$ cat src/tlnf_pkg.sv
// Shared types, constants and helper functions for the traffic light with night flash.
package tlnf_pkg;

   localparam int TIMER_BITS = 16;
   localparam logic [32:0] TIMER_MAX = (33'd1 << TIMER_BITS) - 33'd1;

   typedef logic [TIMER_BITS-1:0] timer_type;
   typedef logic [15:0] dur_type;
   typedef logic [16:0] wait_type;

   localparam logic [2:0] REG_GREEN_TIME     = 3'd0;
   localparam logic [2:0] REG_YELLOW_TIME    = 3'd1;
   localparam logic [2:0] REG_RED_TIME       = 3'd2;
   localparam logic [2:0] REG_NIGHT_ON_TIME  = 3'd3;
   localparam logic [2:0] REG_NIGHT_OFF_TIME = 3'd4;
   localparam logic [2:0] REG_POLL_INTERVAL  = 3'd5;
   localparam logic [2:0] REG_DEBOUNCE_TIME  = 3'd6;

   localparam dur_type GREEN_TIME_RST     = 16'd5000;
   localparam dur_type YELLOW_TIME_RST    = 16'd2000;
   localparam dur_type RED_TIME_RST       = 16'd5000;
   localparam dur_type NIGHT_ON_TIME_RST  = 16'd500;
   localparam dur_type NIGHT_OFF_TIME_RST = 16'd1500;
   localparam dur_type POLL_INTERVAL_RST  = 16'd50;
   localparam dur_type DEBOUNCE_TIME_RST  = 16'd300;

   localparam logic [1:0] PHASE_GREEN  = 2'd0;
   localparam logic [1:0] PHASE_YELLOW = 2'd1;
   localparam logic [1:0] PHASE_RED    = 2'd2;

   localparam logic [1:0] PAT_GREEN  = 2'd0;
   localparam logic [1:0] PAT_YELLOW = 2'd1;
   localparam logic [1:0] PAT_RED    = 2'd2;
   localparam logic [1:0] PAT_NIGHT  = 2'd3;

   typedef enum logic [2:0] {
      STEP_IDLE,
      STEP_GREEN,
      STEP_YELLOW,
      STEP_RED,
      STEP_NIGHT_ON,
      STEP_NIGHT_OFF
   } step_type;

   // Timer load for a wait in ticks: zero acts as one, saturate at the timer range.
   function automatic timer_type load_for(input wait_type ticks);
      wait_type t;
      t = (ticks == '0) ? 17'd1 : ticks;
      t = t - 17'd1;
      if ({16'd0, t} > TIMER_MAX) begin
         return TIMER_MAX[TIMER_BITS-1:0];
      end
      return timer_type'(t);
   endfunction

   function automatic logic [2:0] beep_count(input logic [1:0] pat);
      unique case (pat)
         PAT_YELLOW: return 3'd7;
         default:    return 3'd2;
      endcase
   endfunction

   function automatic dur_type beep_len(input logic [1:0] pat, input logic [2:0] seg);
      dur_type len;
      len = '0;
      unique case (pat)
         PAT_GREEN: begin
            if (seg == 3'd0) len = 16'd200;
            else if (seg == 3'd1) len = 16'd800;
         end
         PAT_YELLOW: begin
            if (seg == 3'd6) len = 16'd500;
            else len = 16'd100;
         end
         PAT_RED: begin
            if (seg == 3'd0) len = 16'd500;
            else if (seg == 3'd1) len = 16'd1500;
         end
         default: begin
            if (seg == 3'd0) len = 16'd200;
            else if (seg == 3'd1) len = 16'd1800;
         end
      endcase
      return len;
   endfunction

endpackage

$ cat src/traffic_light_with_night_flash.sv
// Traffic light controller with night flash mode, button poller and buzzer sequencer.
//
// Each accepted req_ word is one millisecond tick carrying the active-low button
// level; it yields exactly one rsp_ word with the lamp, buzzer, phase and mode
// after that tick. The poller, light sequencer and buzzer sequencer all advance
// in the cycle a word is accepted; the result is registered with the new state.
// One word is taken every clock cycle, also while a result is held, as long as
// rsp_tready drains the output register. Durations are set through the csr_
// write port; the user must write them only while the stream is idle (unchecked).
module traffic_light_with_night_flash (
   input  logic       clock,
   input  logic       reset,
   input  logic       req_tvalid,
   output logic       req_tready,
   input  logic [7:0] req_tdata,   // [0] button_level, [7:1] zero
   output logic       rsp_tvalid,
   input  logic       rsp_tready,
   output logic [7:0] rsp_tdata,   // [0] green_led, [1] red_led, [2] buzzer_on,
                                   // [4:3] light_phase, [5] night_active, [7:6] zero
   input  logic       csr_wr_en,
   input  logic [2:0] csr_index,
   input  logic [15:0] csr_wdata
);

   tlnf_pkg::dur_type green_time_ff, yellow_time_ff, red_time_ff;
   tlnf_pkg::dur_type night_on_time_ff, night_off_time_ff;
   tlnf_pkg::dur_type poll_interval_ff, debounce_time_ff;

   logic                  night_mode_ff, night_mode_in;
   logic [1:0]            signal_phase_ff, signal_phase_in;
   tlnf_pkg::timer_type   signal_timer_ff, signal_timer_in;
   tlnf_pkg::step_type    light_step_ff, light_step_in;
   logic [2:0]            beep_segment_ff, beep_segment_in;
   tlnf_pkg::timer_type   beep_timer_ff, beep_timer_in;
   logic [1:0]            beep_pattern_ff, beep_pattern_in;
   logic                  beep_lit_ff, beep_lit_in;
   tlnf_pkg::timer_type   poll_timer_ff, poll_timer_in;
   logic                  previous_level_ff, previous_level_in;

   logic                  rsp_tvalid_ff, rsp_tvalid_in;
   logic [7:0]            rsp_tdata_ff, rsp_tdata_in;

   logic                  accept;
   logic                  level;
   tlnf_pkg::wait_type    poll_wait;
   tlnf_pkg::dur_type     light_len;
   logic [2:0]            seg;
   logic [2:0]            seg_next;
   logic [2:0]            count;
   logic                  green, red;

   assign req_tready = !rsp_tvalid_ff || rsp_tready;
   assign accept     = req_tvalid && req_tready;
   assign level      = req_tdata[0];
   assign rsp_tvalid = rsp_tvalid_ff;
   assign rsp_tdata  = rsp_tdata_ff;

   always_ff @(posedge clock) begin
      if (reset) begin
         green_time_ff     <= tlnf_pkg::GREEN_TIME_RST;
         yellow_time_ff    <= tlnf_pkg::YELLOW_TIME_RST;
         red_time_ff       <= tlnf_pkg::RED_TIME_RST;
         night_on_time_ff  <= tlnf_pkg::NIGHT_ON_TIME_RST;
         night_off_time_ff <= tlnf_pkg::NIGHT_OFF_TIME_RST;
         poll_interval_ff  <= tlnf_pkg::POLL_INTERVAL_RST;
         debounce_time_ff  <= tlnf_pkg::DEBOUNCE_TIME_RST;
      end else if (csr_wr_en) begin
         unique case (csr_index)
            tlnf_pkg::REG_GREEN_TIME:     green_time_ff     <= csr_wdata;
            tlnf_pkg::REG_YELLOW_TIME:    yellow_time_ff    <= csr_wdata;
            tlnf_pkg::REG_RED_TIME:       red_time_ff       <= csr_wdata;
            tlnf_pkg::REG_NIGHT_ON_TIME:  night_on_time_ff  <= csr_wdata;
            tlnf_pkg::REG_NIGHT_OFF_TIME: night_off_time_ff <= csr_wdata;
            tlnf_pkg::REG_POLL_INTERVAL:  poll_interval_ff  <= csr_wdata;
            tlnf_pkg::REG_DEBOUNCE_TIME:  debounce_time_ff  <= csr_wdata;
            default: ;
         endcase
      end
   end

   always_ff @(posedge clock) begin
      if (reset) begin
         night_mode_ff     <= 1'b0;
         signal_phase_ff   <= tlnf_pkg::PHASE_GREEN;
         signal_timer_ff   <= '0;
         light_step_ff     <= tlnf_pkg::STEP_IDLE;
         beep_segment_ff   <= '0;
         beep_timer_ff     <= '0;
         beep_pattern_ff   <= tlnf_pkg::PAT_GREEN;
         beep_lit_ff       <= 1'b0;
         poll_timer_ff     <= '0;
         previous_level_ff <= 1'b1;
         rsp_tvalid_ff     <= 1'b0;
      end else begin
         night_mode_ff     <= night_mode_in;
         signal_phase_ff   <= signal_phase_in;
         signal_timer_ff   <= signal_timer_in;
         light_step_ff     <= light_step_in;
         beep_segment_ff   <= beep_segment_in;
         beep_timer_ff     <= beep_timer_in;
         beep_pattern_ff   <= beep_pattern_in;
         beep_lit_ff       <= beep_lit_in;
         poll_timer_ff     <= poll_timer_in;
         previous_level_ff <= previous_level_in;
         rsp_tvalid_ff     <= rsp_tvalid_in;
      end
   end

   always_ff @(posedge clock) begin
      rsp_tdata_ff <= rsp_tdata_in;
   end

   always_comb begin
      night_mode_in     = night_mode_ff;
      signal_phase_in   = signal_phase_ff;
      signal_timer_in   = signal_timer_ff;
      light_step_in     = light_step_ff;
      beep_segment_in   = beep_segment_ff;
      beep_timer_in     = beep_timer_ff;
      beep_pattern_in   = beep_pattern_ff;
      beep_lit_in       = beep_lit_ff;
      poll_timer_in     = poll_timer_ff;
      previous_level_in = previous_level_ff;
      poll_wait         = '0;
      light_len         = '0;
      seg               = '0;
      seg_next          = '0;
      count             = '0;

      // button poller
      if (poll_timer_ff != '0) begin
         poll_timer_in = poll_timer_ff - tlnf_pkg::timer_type'(1);
      end else begin
         poll_wait = (poll_interval_ff == '0) ? 17'd1 : {1'b0, poll_interval_ff};
         if (!level && previous_level_ff) begin
            night_mode_in = !night_mode_ff;
            poll_wait     = poll_wait + {1'b0, debounce_time_ff};
         end
         previous_level_in = level;
         poll_timer_in     = tlnf_pkg::load_for(poll_wait);
      end

      // light sequencer
      if (signal_timer_ff != '0) begin
         signal_timer_in = signal_timer_ff - tlnf_pkg::timer_type'(1);
      end else begin
         unique case (light_step_ff)
            tlnf_pkg::STEP_GREEN:    light_step_in = tlnf_pkg::STEP_YELLOW;
            tlnf_pkg::STEP_YELLOW:   light_step_in = tlnf_pkg::STEP_RED;
            tlnf_pkg::STEP_NIGHT_ON: light_step_in = tlnf_pkg::STEP_NIGHT_OFF;
            default: light_step_in = night_mode_in ? tlnf_pkg::STEP_NIGHT_ON
                                                   : tlnf_pkg::STEP_GREEN;
         endcase
         unique case (light_step_in)
            tlnf_pkg::STEP_GREEN: begin
               signal_phase_in = tlnf_pkg::PHASE_GREEN;
               light_len       = green_time_ff;
            end
            tlnf_pkg::STEP_YELLOW: begin
               signal_phase_in = tlnf_pkg::PHASE_YELLOW;
               light_len       = yellow_time_ff;
            end
            tlnf_pkg::STEP_RED: begin
               signal_phase_in = tlnf_pkg::PHASE_RED;
               light_len       = red_time_ff;
            end
            tlnf_pkg::STEP_NIGHT_ON: begin
               signal_phase_in = tlnf_pkg::PHASE_YELLOW;
               light_len       = night_on_time_ff;
            end
            default: begin
               signal_phase_in = tlnf_pkg::PHASE_YELLOW;
               light_len       = night_off_time_ff;
            end
         endcase
         signal_timer_in = tlnf_pkg::load_for({1'b0, light_len});
      end

      // buzzer sequencer
      if (beep_timer_ff != '0) begin
         beep_timer_in = beep_timer_ff - tlnf_pkg::timer_type'(1);
      end else begin
         if (beep_segment_ff == '0) begin
            if (night_mode_in) beep_pattern_in = tlnf_pkg::PAT_NIGHT;
            else if (signal_phase_in > tlnf_pkg::PHASE_RED) beep_pattern_in = tlnf_pkg::PAT_RED;
            else beep_pattern_in = signal_phase_in;
         end
         count         = tlnf_pkg::beep_count(beep_pattern_in);
         seg           = (beep_segment_ff >= count) ? 3'd0 : beep_segment_ff;
         beep_lit_in   = !seg[0] && (seg < 3'd6);
         beep_timer_in = tlnf_pkg::load_for({1'b0, tlnf_pkg::beep_len(beep_pattern_in, seg)});
         seg_next      = seg + 3'd1;
         beep_segment_in = (seg_next >= count) ? 3'd0 : seg_next;
      end

      // hold everything unless a word is taken
      if (!accept) begin
         night_mode_in     = night_mode_ff;
         signal_phase_in   = signal_phase_ff;
         signal_timer_in   = signal_timer_ff;
         light_step_in     = light_step_ff;
         beep_segment_in   = beep_segment_ff;
         beep_timer_in     = beep_timer_ff;
         beep_pattern_in   = beep_pattern_ff;
         beep_lit_in       = beep_lit_ff;
         poll_timer_in     = poll_timer_ff;
         previous_level_in = previous_level_ff;
      end
   end

   always_comb begin
      green = (light_step_in == tlnf_pkg::STEP_GREEN) ||
              (light_step_in == tlnf_pkg::STEP_YELLOW) ||
              (light_step_in == tlnf_pkg::STEP_NIGHT_ON);
      red   = (light_step_in == tlnf_pkg::STEP_RED) ||
              (light_step_in == tlnf_pkg::STEP_YELLOW) ||
              (light_step_in == tlnf_pkg::STEP_NIGHT_ON);
      if (accept) begin
         rsp_tvalid_in = 1'b1;
         rsp_tdata_in  = {2'b00, night_mode_in, signal_phase_in, beep_lit_in, red, green};
      end else begin
         rsp_tvalid_in = rsp_tvalid_ff && !rsp_tready;
         rsp_tdata_in  = rsp_tdata_ff;
      end
   end

endmodule
$ cat config.mk
export PLATFORM = sky130hd
export DESIGN_NAME = traffic_light_with_night_flash
export DESIGN_NICKNAME = d
export VERILOG_FILES = /design/src/tlnf_pkg.sv /design/src/traffic_light_with_night_flash.sv
export SDC_FILE = /design/constraint.sdc
export NUM_CORES = 1
export LEC_CHECK = 0
export BUFFER_PORTS_ARGS = -buffer_cell sky130_fd_sc_hd__buf_4
export CAP_MARGIN = 20
export CORE_UTILIZATION = 30
export DETAILED_ROUTE_END_ITERATION = 10
export GPL_TIMING_DRIVEN = 0
export PLACE_DENSITY_LB_ADDON = 0.3
export SLEW_MARGIN = 40
export SYNTH_ARGS = -nofsm -noshare
export SYNTH_HDL_FRONTEND = slang
export SYNTH_SLANG_ARGS = --single-unit
$ cat constraint.sdc
create_clock -name clock -period 15.3 [get_ports clock]
set_input_delay 2.295 -clock clock [delete_from_list [all_inputs] [get_ports clock]]
set_output_delay 2.295 -clock clock [all_outputs]
set_load 0.02 [all_outputs]
# Yosys cells after proc, flatten, opt, wreduce, memory -nomap -nowiden

Cells that the tools add are included.

Add/sub/neg operators: 8
Order comparisons: 7
Equality and inequality tests: 21
Mux-type cells: 54
Bitwise operators: 2
Reduce and logical (&&, ||, !) cells: 34

Operators by type and width:

| cell                                                                               | number |
|---|---|
| 16-bit 2-to-1 mux                                                                  | 14 |
| 16-bit one-hot mux with 4 select lines                                             | 1 |
| 17-bit by 16-bit greater-than comparator with 1-bit output (second input constant) | 3 |
| 17-bit 2-to-1 mux                                                                  | 3 |
| 16-bit zero test                                                                   | 3 |
| 16-bit one-hot mux with 3 select lines                                             | 1 |
| 16-bit nonzero test                                                                | 3 |
| 16-bit by 1-bit subtractor with 16-bit output (second input constant)              | 3 |
| 11-bit 2-to-1 mux                                                                  | 4 |
| 16-bit by 1-bit subtractor with 17-bit output (second input constant)              | 2 |
| 3-bit 2-to-1 mux                                                                   | 8 |
| 3-bit by 2-bit == test with 1-bit output (second input constant)                   | 7 |
| 3-bit == test (second input constant)                                              | 7 |
| 10-bit 2-to-1 mux                                                                  | 2 |
| 2-bit AND reduction                                                                | 9 |
| 16-bit by 16-bit adder with 17-bit output                                          | 1 |
| 17-bit zero test                                                                   | 1 |
| 17-bit by 1-bit subtractor with 17-bit output (second input constant)              | 1 |
| 3-bit by 1-bit == test with 1-bit output (second input constant)                   | 5 |
| 1-bit 2-to-1 mux                                                                   | 12 |
| 2-bit 2-to-1 mux                                                                   | 6 |
| 3-bit zero test                                                                    | 3 |
| 9-bit 2-to-1 mux                                                                   | 1 |
| 3-bit one-hot mux with 3 select lines                                              | 1 |
| other kinds (12)                                                                   | 25 |

Bits in registers: 180
Output and inout bits: 10
Word-level logic and storage cells: 145

# Longest topological paths before layout

Word-level depth: 33
Gate-level depth with buffers: 23
Gate-level depth less buffers: 22

# Worst setup path before layout

OpenSTA, ideal clock, no wires.

Kind: input port to flip-flop
From: input req_tdata[0]
To: register beep_timer_ff[7]
Setup time: 0.117 ns
Arrival time: 5.689 ns
Path slack: 9.494 ns
Cell stages on the path: 20
Cells stage by stage: nand2b_1 -> nor2_1 -> and3_2 -> buf_6 -> buf_2 -> nor2_1 -> a31oi_1 -> or2_1 -> buf_2 -> inv_1 -> ha_1 -> nand2b_1 -> a31oi_1 -> nand2_1 -> ha_1 -> o21ai_0 -> o221ai_1 -> o21bai_1 -> a21oi_1 -> nor2_1

Longest elaborated chain between the ends: 33
Elaborated cells on any way between the ends: 43
Classes of those cells: 1 x add/sub; 3 x order compare; 6 x eq/ne; 28 x mux; 5 x reduce/logical

RTL lines:

| item                                                                                                 | line                                  | source |
|---|---|---|
| start, declared                                                                                      | traffic_light_with_night_flash.sv:15  | `input logic [7:0] req_tdata,` |
| 1-bit zero test (*)                                                                                  | traffic_light_with_night_flash.sv:135 | `if (!level && previous_level_ff) begin` |
| 1-bit logical AND (*)                                                                                | traffic_light_with_night_flash.sv:135 |  |
| 1-bit 2-to-1 mux (*)                                                                                 | traffic_light_with_night_flash.sv:135 |  |
| 1-bit 2-to-1 mux (*)                                                                                 | traffic_light_with_night_flash.sv:131 | `if (poll_timer_ff != '0) begin` |
| 3-bit 2-to-1 mux                                                                                     | traffic_light_with_night_flash.sv:151 | `default: light_step_in = night_mode_in ? tlnf_pkg::STEP_NIGHT_ON` |
| 3-bit one-hot mux with 3 select lines                                                                | traffic_light_with_night_flash.sv:147 | `unique case (light_step_ff)` |
| 3-bit 2-to-1 mux                                                                                     | traffic_light_with_night_flash.sv:144 | `if (signal_timer_ff != '0) begin` |
| 3-bit by 2-bit == test with 1-bit output or 3-bit by 1-bit == test with 1-bit output (tied branches) | traffic_light_with_night_flash.sv:154 | `unique case (light_step_in)` |
| [17 not listed]                                                                                      | --                                    |  |
| 16-bit zero test                                                                                     | tlnf_pkg.sv:48                        | `t = (ticks == '0) ? 17'd1 : ticks;` |
| 16-bit 2-to-1 mux (*)                                                                                | tlnf_pkg.sv:48                        |  |
| 16-bit by 1-bit subtractor with 17-bit output (*)                                                    | tlnf_pkg.sv:49                        | `t = t - 17'd1;` |
| 17-bit by 16-bit greater-than comparator with 1-bit output                                           | tlnf_pkg.sv:50                        | `if ({16'd0, t} > TIMER_MAX) begin` |
| 1-bit 2-to-1 mux                                                                                     | tlnf_pkg.sv:50                        |  |
| 1-bit 2-to-1 mux                                                                                     | traffic_light_with_night_flash.sv:180 | `if (beep_timer_ff != '0) begin` |
| 16-bit 2-to-1 mux (*)                                                                                | tlnf_pkg.sv:53                        | `return timer_type'(t);` |
| 16-bit 2-to-1 mux (*)                                                                                | traffic_light_with_night_flash.sv:180 |  |
| end signal, assigned                                                                                 | traffic_light_with_night_flash.sv:100 | `beep_timer_ff <= beep_timer_in;` |
| end, declared                                                                                        | traffic_light_with_night_flash.sv:34  | `tlnf_pkg::timer_type beep_timer_ff, beep_timer_in;` |

Every way passes the cells marked *; elsewhere a longest branch is shown, timed or not. The select of a mux whose other input is x is not followed.
A chain may end at the register's enable or synchronous reset.

# Worst setup path after layout

Same ends and word-level chain as after synthesis.

==> flow_summary.ini <==
[outcome]
status = finished clean

[clock_network]
cts_tree = yes
clk_path_buf_depth = 2
root_buffer = clkbuf_16
numClockSinks = 180
post_cts_buffers = 0
hold_buffers = 0
clock_latency_ns = 0.45
clk_pin_slew_ns = 0.07
htreeDepth = 4
cts_inserted_buffers = 17
cts.repair.resized = 0

[yosys]
synthesis.instances = 1454
synth_seq_area_share_pct = 34.81
synth_flop_cell = dfxtp_1
synth_edf_count = 6
syn_area_per_cell_um2 = 7.238
async_flop_share_pct = 0
synthDistinctLibCells = 79
yosys_warnings = 0
synth_area_um2 = 10520
synth_seq_cells = 180

[power]
p_leak_nw = 4.461
peakVddDrop_mv = 0.09205
power.density_nw_per_um2 = 168.6

[placement]
dpl_cell_area_um2 = 11330
gp_congestion = 0.8910
dp_cells = 1941
port_buffers = 31
place_hpwl_um = 25570

[timing]
setup_viol = 0
drv_slew = 0
relSlewSlack_pct = 41.97
timing.fmax_mhz = 154.9
skew_ns = 0.01387
post-route-min-period_ns = 6.456
period_share_pct = 42.20
hold_viol_final = 0
worstMarginPinSlew_ns = 0.8705
holdWs_ns = 0.4561
rsz0062_at_grt = no
fin_tns_setup_ns = 0

[route]
routed-via-count = 10633
wl_per_cell_um = 17.40
wl_um = 34320
ant_nets = 0
drc_errors = 0
viasPerCell = 5.392
drtPass1Iterations = 5
drtIter0Drc = 767

[worst_setup_path]
path_max_fanout = 10
critical_path.startpoint_type = input pin
crit_family = compound AO/OA/AOI/OAI gates
slowest_stage = o21ai_0
critPathMostFrequentCell = nor2_1
crit_path_cell_trace = buf_4 -> nand2b_1 -> nor2_1 -> and3_2 -> buf_6 -> buf_2 -> nor2_1 -> a31oi_1 -> or2_1 -> buf_2 -> inv_1 -> ha_1 -> nand2b_1 -> a31oi_1 -> nand2_1 -> ha_1 -> o21ai_0 -> o221ai_1 -> o21bai_1 -> a21oi_1 -> nor2_1
crit_required_ns = 15.64
path_class = in2reg
crit_buf_inv = 5
setup.worst_path.end_class = register
cp.arrival_ns = 6.80
max_stage_delay_ns = 0.47

[min_path]
holdCritPathClass = reg2reg

[floorplanning]
core_area_um2 = 34540
start_util_pct = 30.47
die_w_um = 189.3
dieArea_um2 = 35830
die_h_um = 189.3
boundaryPins = 42
rows = 68

[final_layout]
final_common_cell = nand2_1
drive_above_1_share_pct = 7.317
syn2layout_area_growth_pct = 13.15
stdcell_count = 1972
fin_nets = 1572
mostFrequentLayoutCells = nand2_1, a21oi_1, dfxtp_1, nor2_1, clkbuf_1
n_antenna_cell = 0
final_cell_area_um2 = 11910
fill_cells = 3829

[global_route]
grt_pass1_vias = 9806
antenna_found_initial = 0
grt_max_degree = 18
overflow = 0
track_usage_pct = 19.38
grt_pass1_wl_um = 54540

[run]
maxCapViolCount = 0
power by group:
part           leakage, nW  switching [mW]  total (mW)  internal, mW
Sequential            1.48          0.0638       0.603         0.540
Clock                0.277           0.211       0.434         0.222
Combinational         2.71           0.628       0.971         0.343
Total                 4.46           0.903        2.01          1.11
metrics by stage:
stage                     util, %  power (mW)  setup slack (ns)
after global placement      32.80       1.557             8.396
after global routing        34.47       2.149             8.343
after CTS                   34.44       2.001             8.888
after floorplan                 -       1.316             9.494
after detailed placement    32.81       1.564             8.411
final                       34.47       2.008             8.844
cell type report:
cell class / instances / area [um2] / area share, %
Sequential cell: 180 / 3664 / 30.77
Multi-Input combinational cell: 1155 / 6362 / 53.43
Inverter: 25 / 93.84 / 0.7881
Clock inverter: 12 / 111.4 / 0.9352
Clock buffer: 19 / 452.9 / 3.804
Timing Repair Buffer: 31 / 232.7 / 1.954
Tap cell: 455 / 569.3 / 4.781
Buffer: 95 / 421.7 / 3.541
kinds of logic after synthesis:
| kind of cell | after synthesis | share of synthesized area [%] |
|---|---|---|
| other cells | 1 | 0.03563 |
| fa+ha+maj | 35 | 4.233 |
| buf+inv | 120 | 4.863 |
| compound gates | 407 | 23.36 |
| flops | 180 | 34.81 |
| simple gates | 668 | 28.97 |
| xor+xnor | 33 | 2.746 |
| mux | 10 | 0.9749 |
Yosys cell counts (3+ instances only):
cell type  instances  share of area (%)
nand2b_1          13               0.77
ha_1              34                4.0
nand3b_1           3               0.21
nor3_1            49                2.3
o22ai_1            3               0.18
nand4_1           22                1.3
inv_1             24               0.86
nor2_1           126                4.5
a41oi_1            4               0.33
o211ai_1          22                1.6
nand2_1          303                 11
o21a_1             9               0.64
clkbuf_1          79                2.8
buf_1              3               0.11
nor4_1             8               0.48
a21o_1            13               0.93
nor2b_1           15               0.89
nand3_1           70                3.3
xor2_1            11               0.92
and2_1            12               0.71
a22oi_1            3               0.21
mux2i_1            8               0.76
and4_1             3               0.25
dfxtp_1          174                 33
a31o_2             4               0.33
a21oi_1          206                9.8
nor3b_1            5               0.36
a221oi_1           4               0.33
o31a_1             3               0.25
or4_1              3               0.21
and3_1            10               0.59
o221ai_1           3               0.25
o21ai_0           63                3.0
a31oi_2            7               0.83
xnor2_1           22                1.8
buf_2              3               0.14
a31oi_1           30                1.8
a211oi_1           5               0.36
buf_6              4               0.43
buf_4              4               0.29
edfxtp_1           6                1.7
or3_1             10               0.59
a311oi_1           3               0.25
worst paths after layout:
check	startpoint	to	slack (ns)	cells after the start
worst max-delay path	req_tdata[0]	beep_timer_ff[7]	8.84	21
worst min-delay path	yellow_time_ff[5]	yellow_time_ff[5]	0.46	2
worst max register to register	poll_interval_ff[7]	poll_timer_ff[7]	9.01	23
worst min register to register	yellow_time_ff[5]	yellow_time_ff[5]	0.46	2
routing by layer:
metal	GRT usage [%]	vias up	wire length (um)
met5	0	-	0
met3	3.540	29	1966
met2	30.88	298	15380
li1	-	5231	-
met4	4.777	0	539
met1	26.82	5075	16430
worst register-to-register path: cells and delay by family (launching register included):
family	cells	cell delay, ns
AND/OR/NAND/NOR	11	2.92
AO/OA/AOI/OAI	7	1.58
adder cells (fa/ha/maj)	3	0.80
buffers and inverters	2	0.48
flip-flops	1	0.37
(Power assumes the default switching activity.)
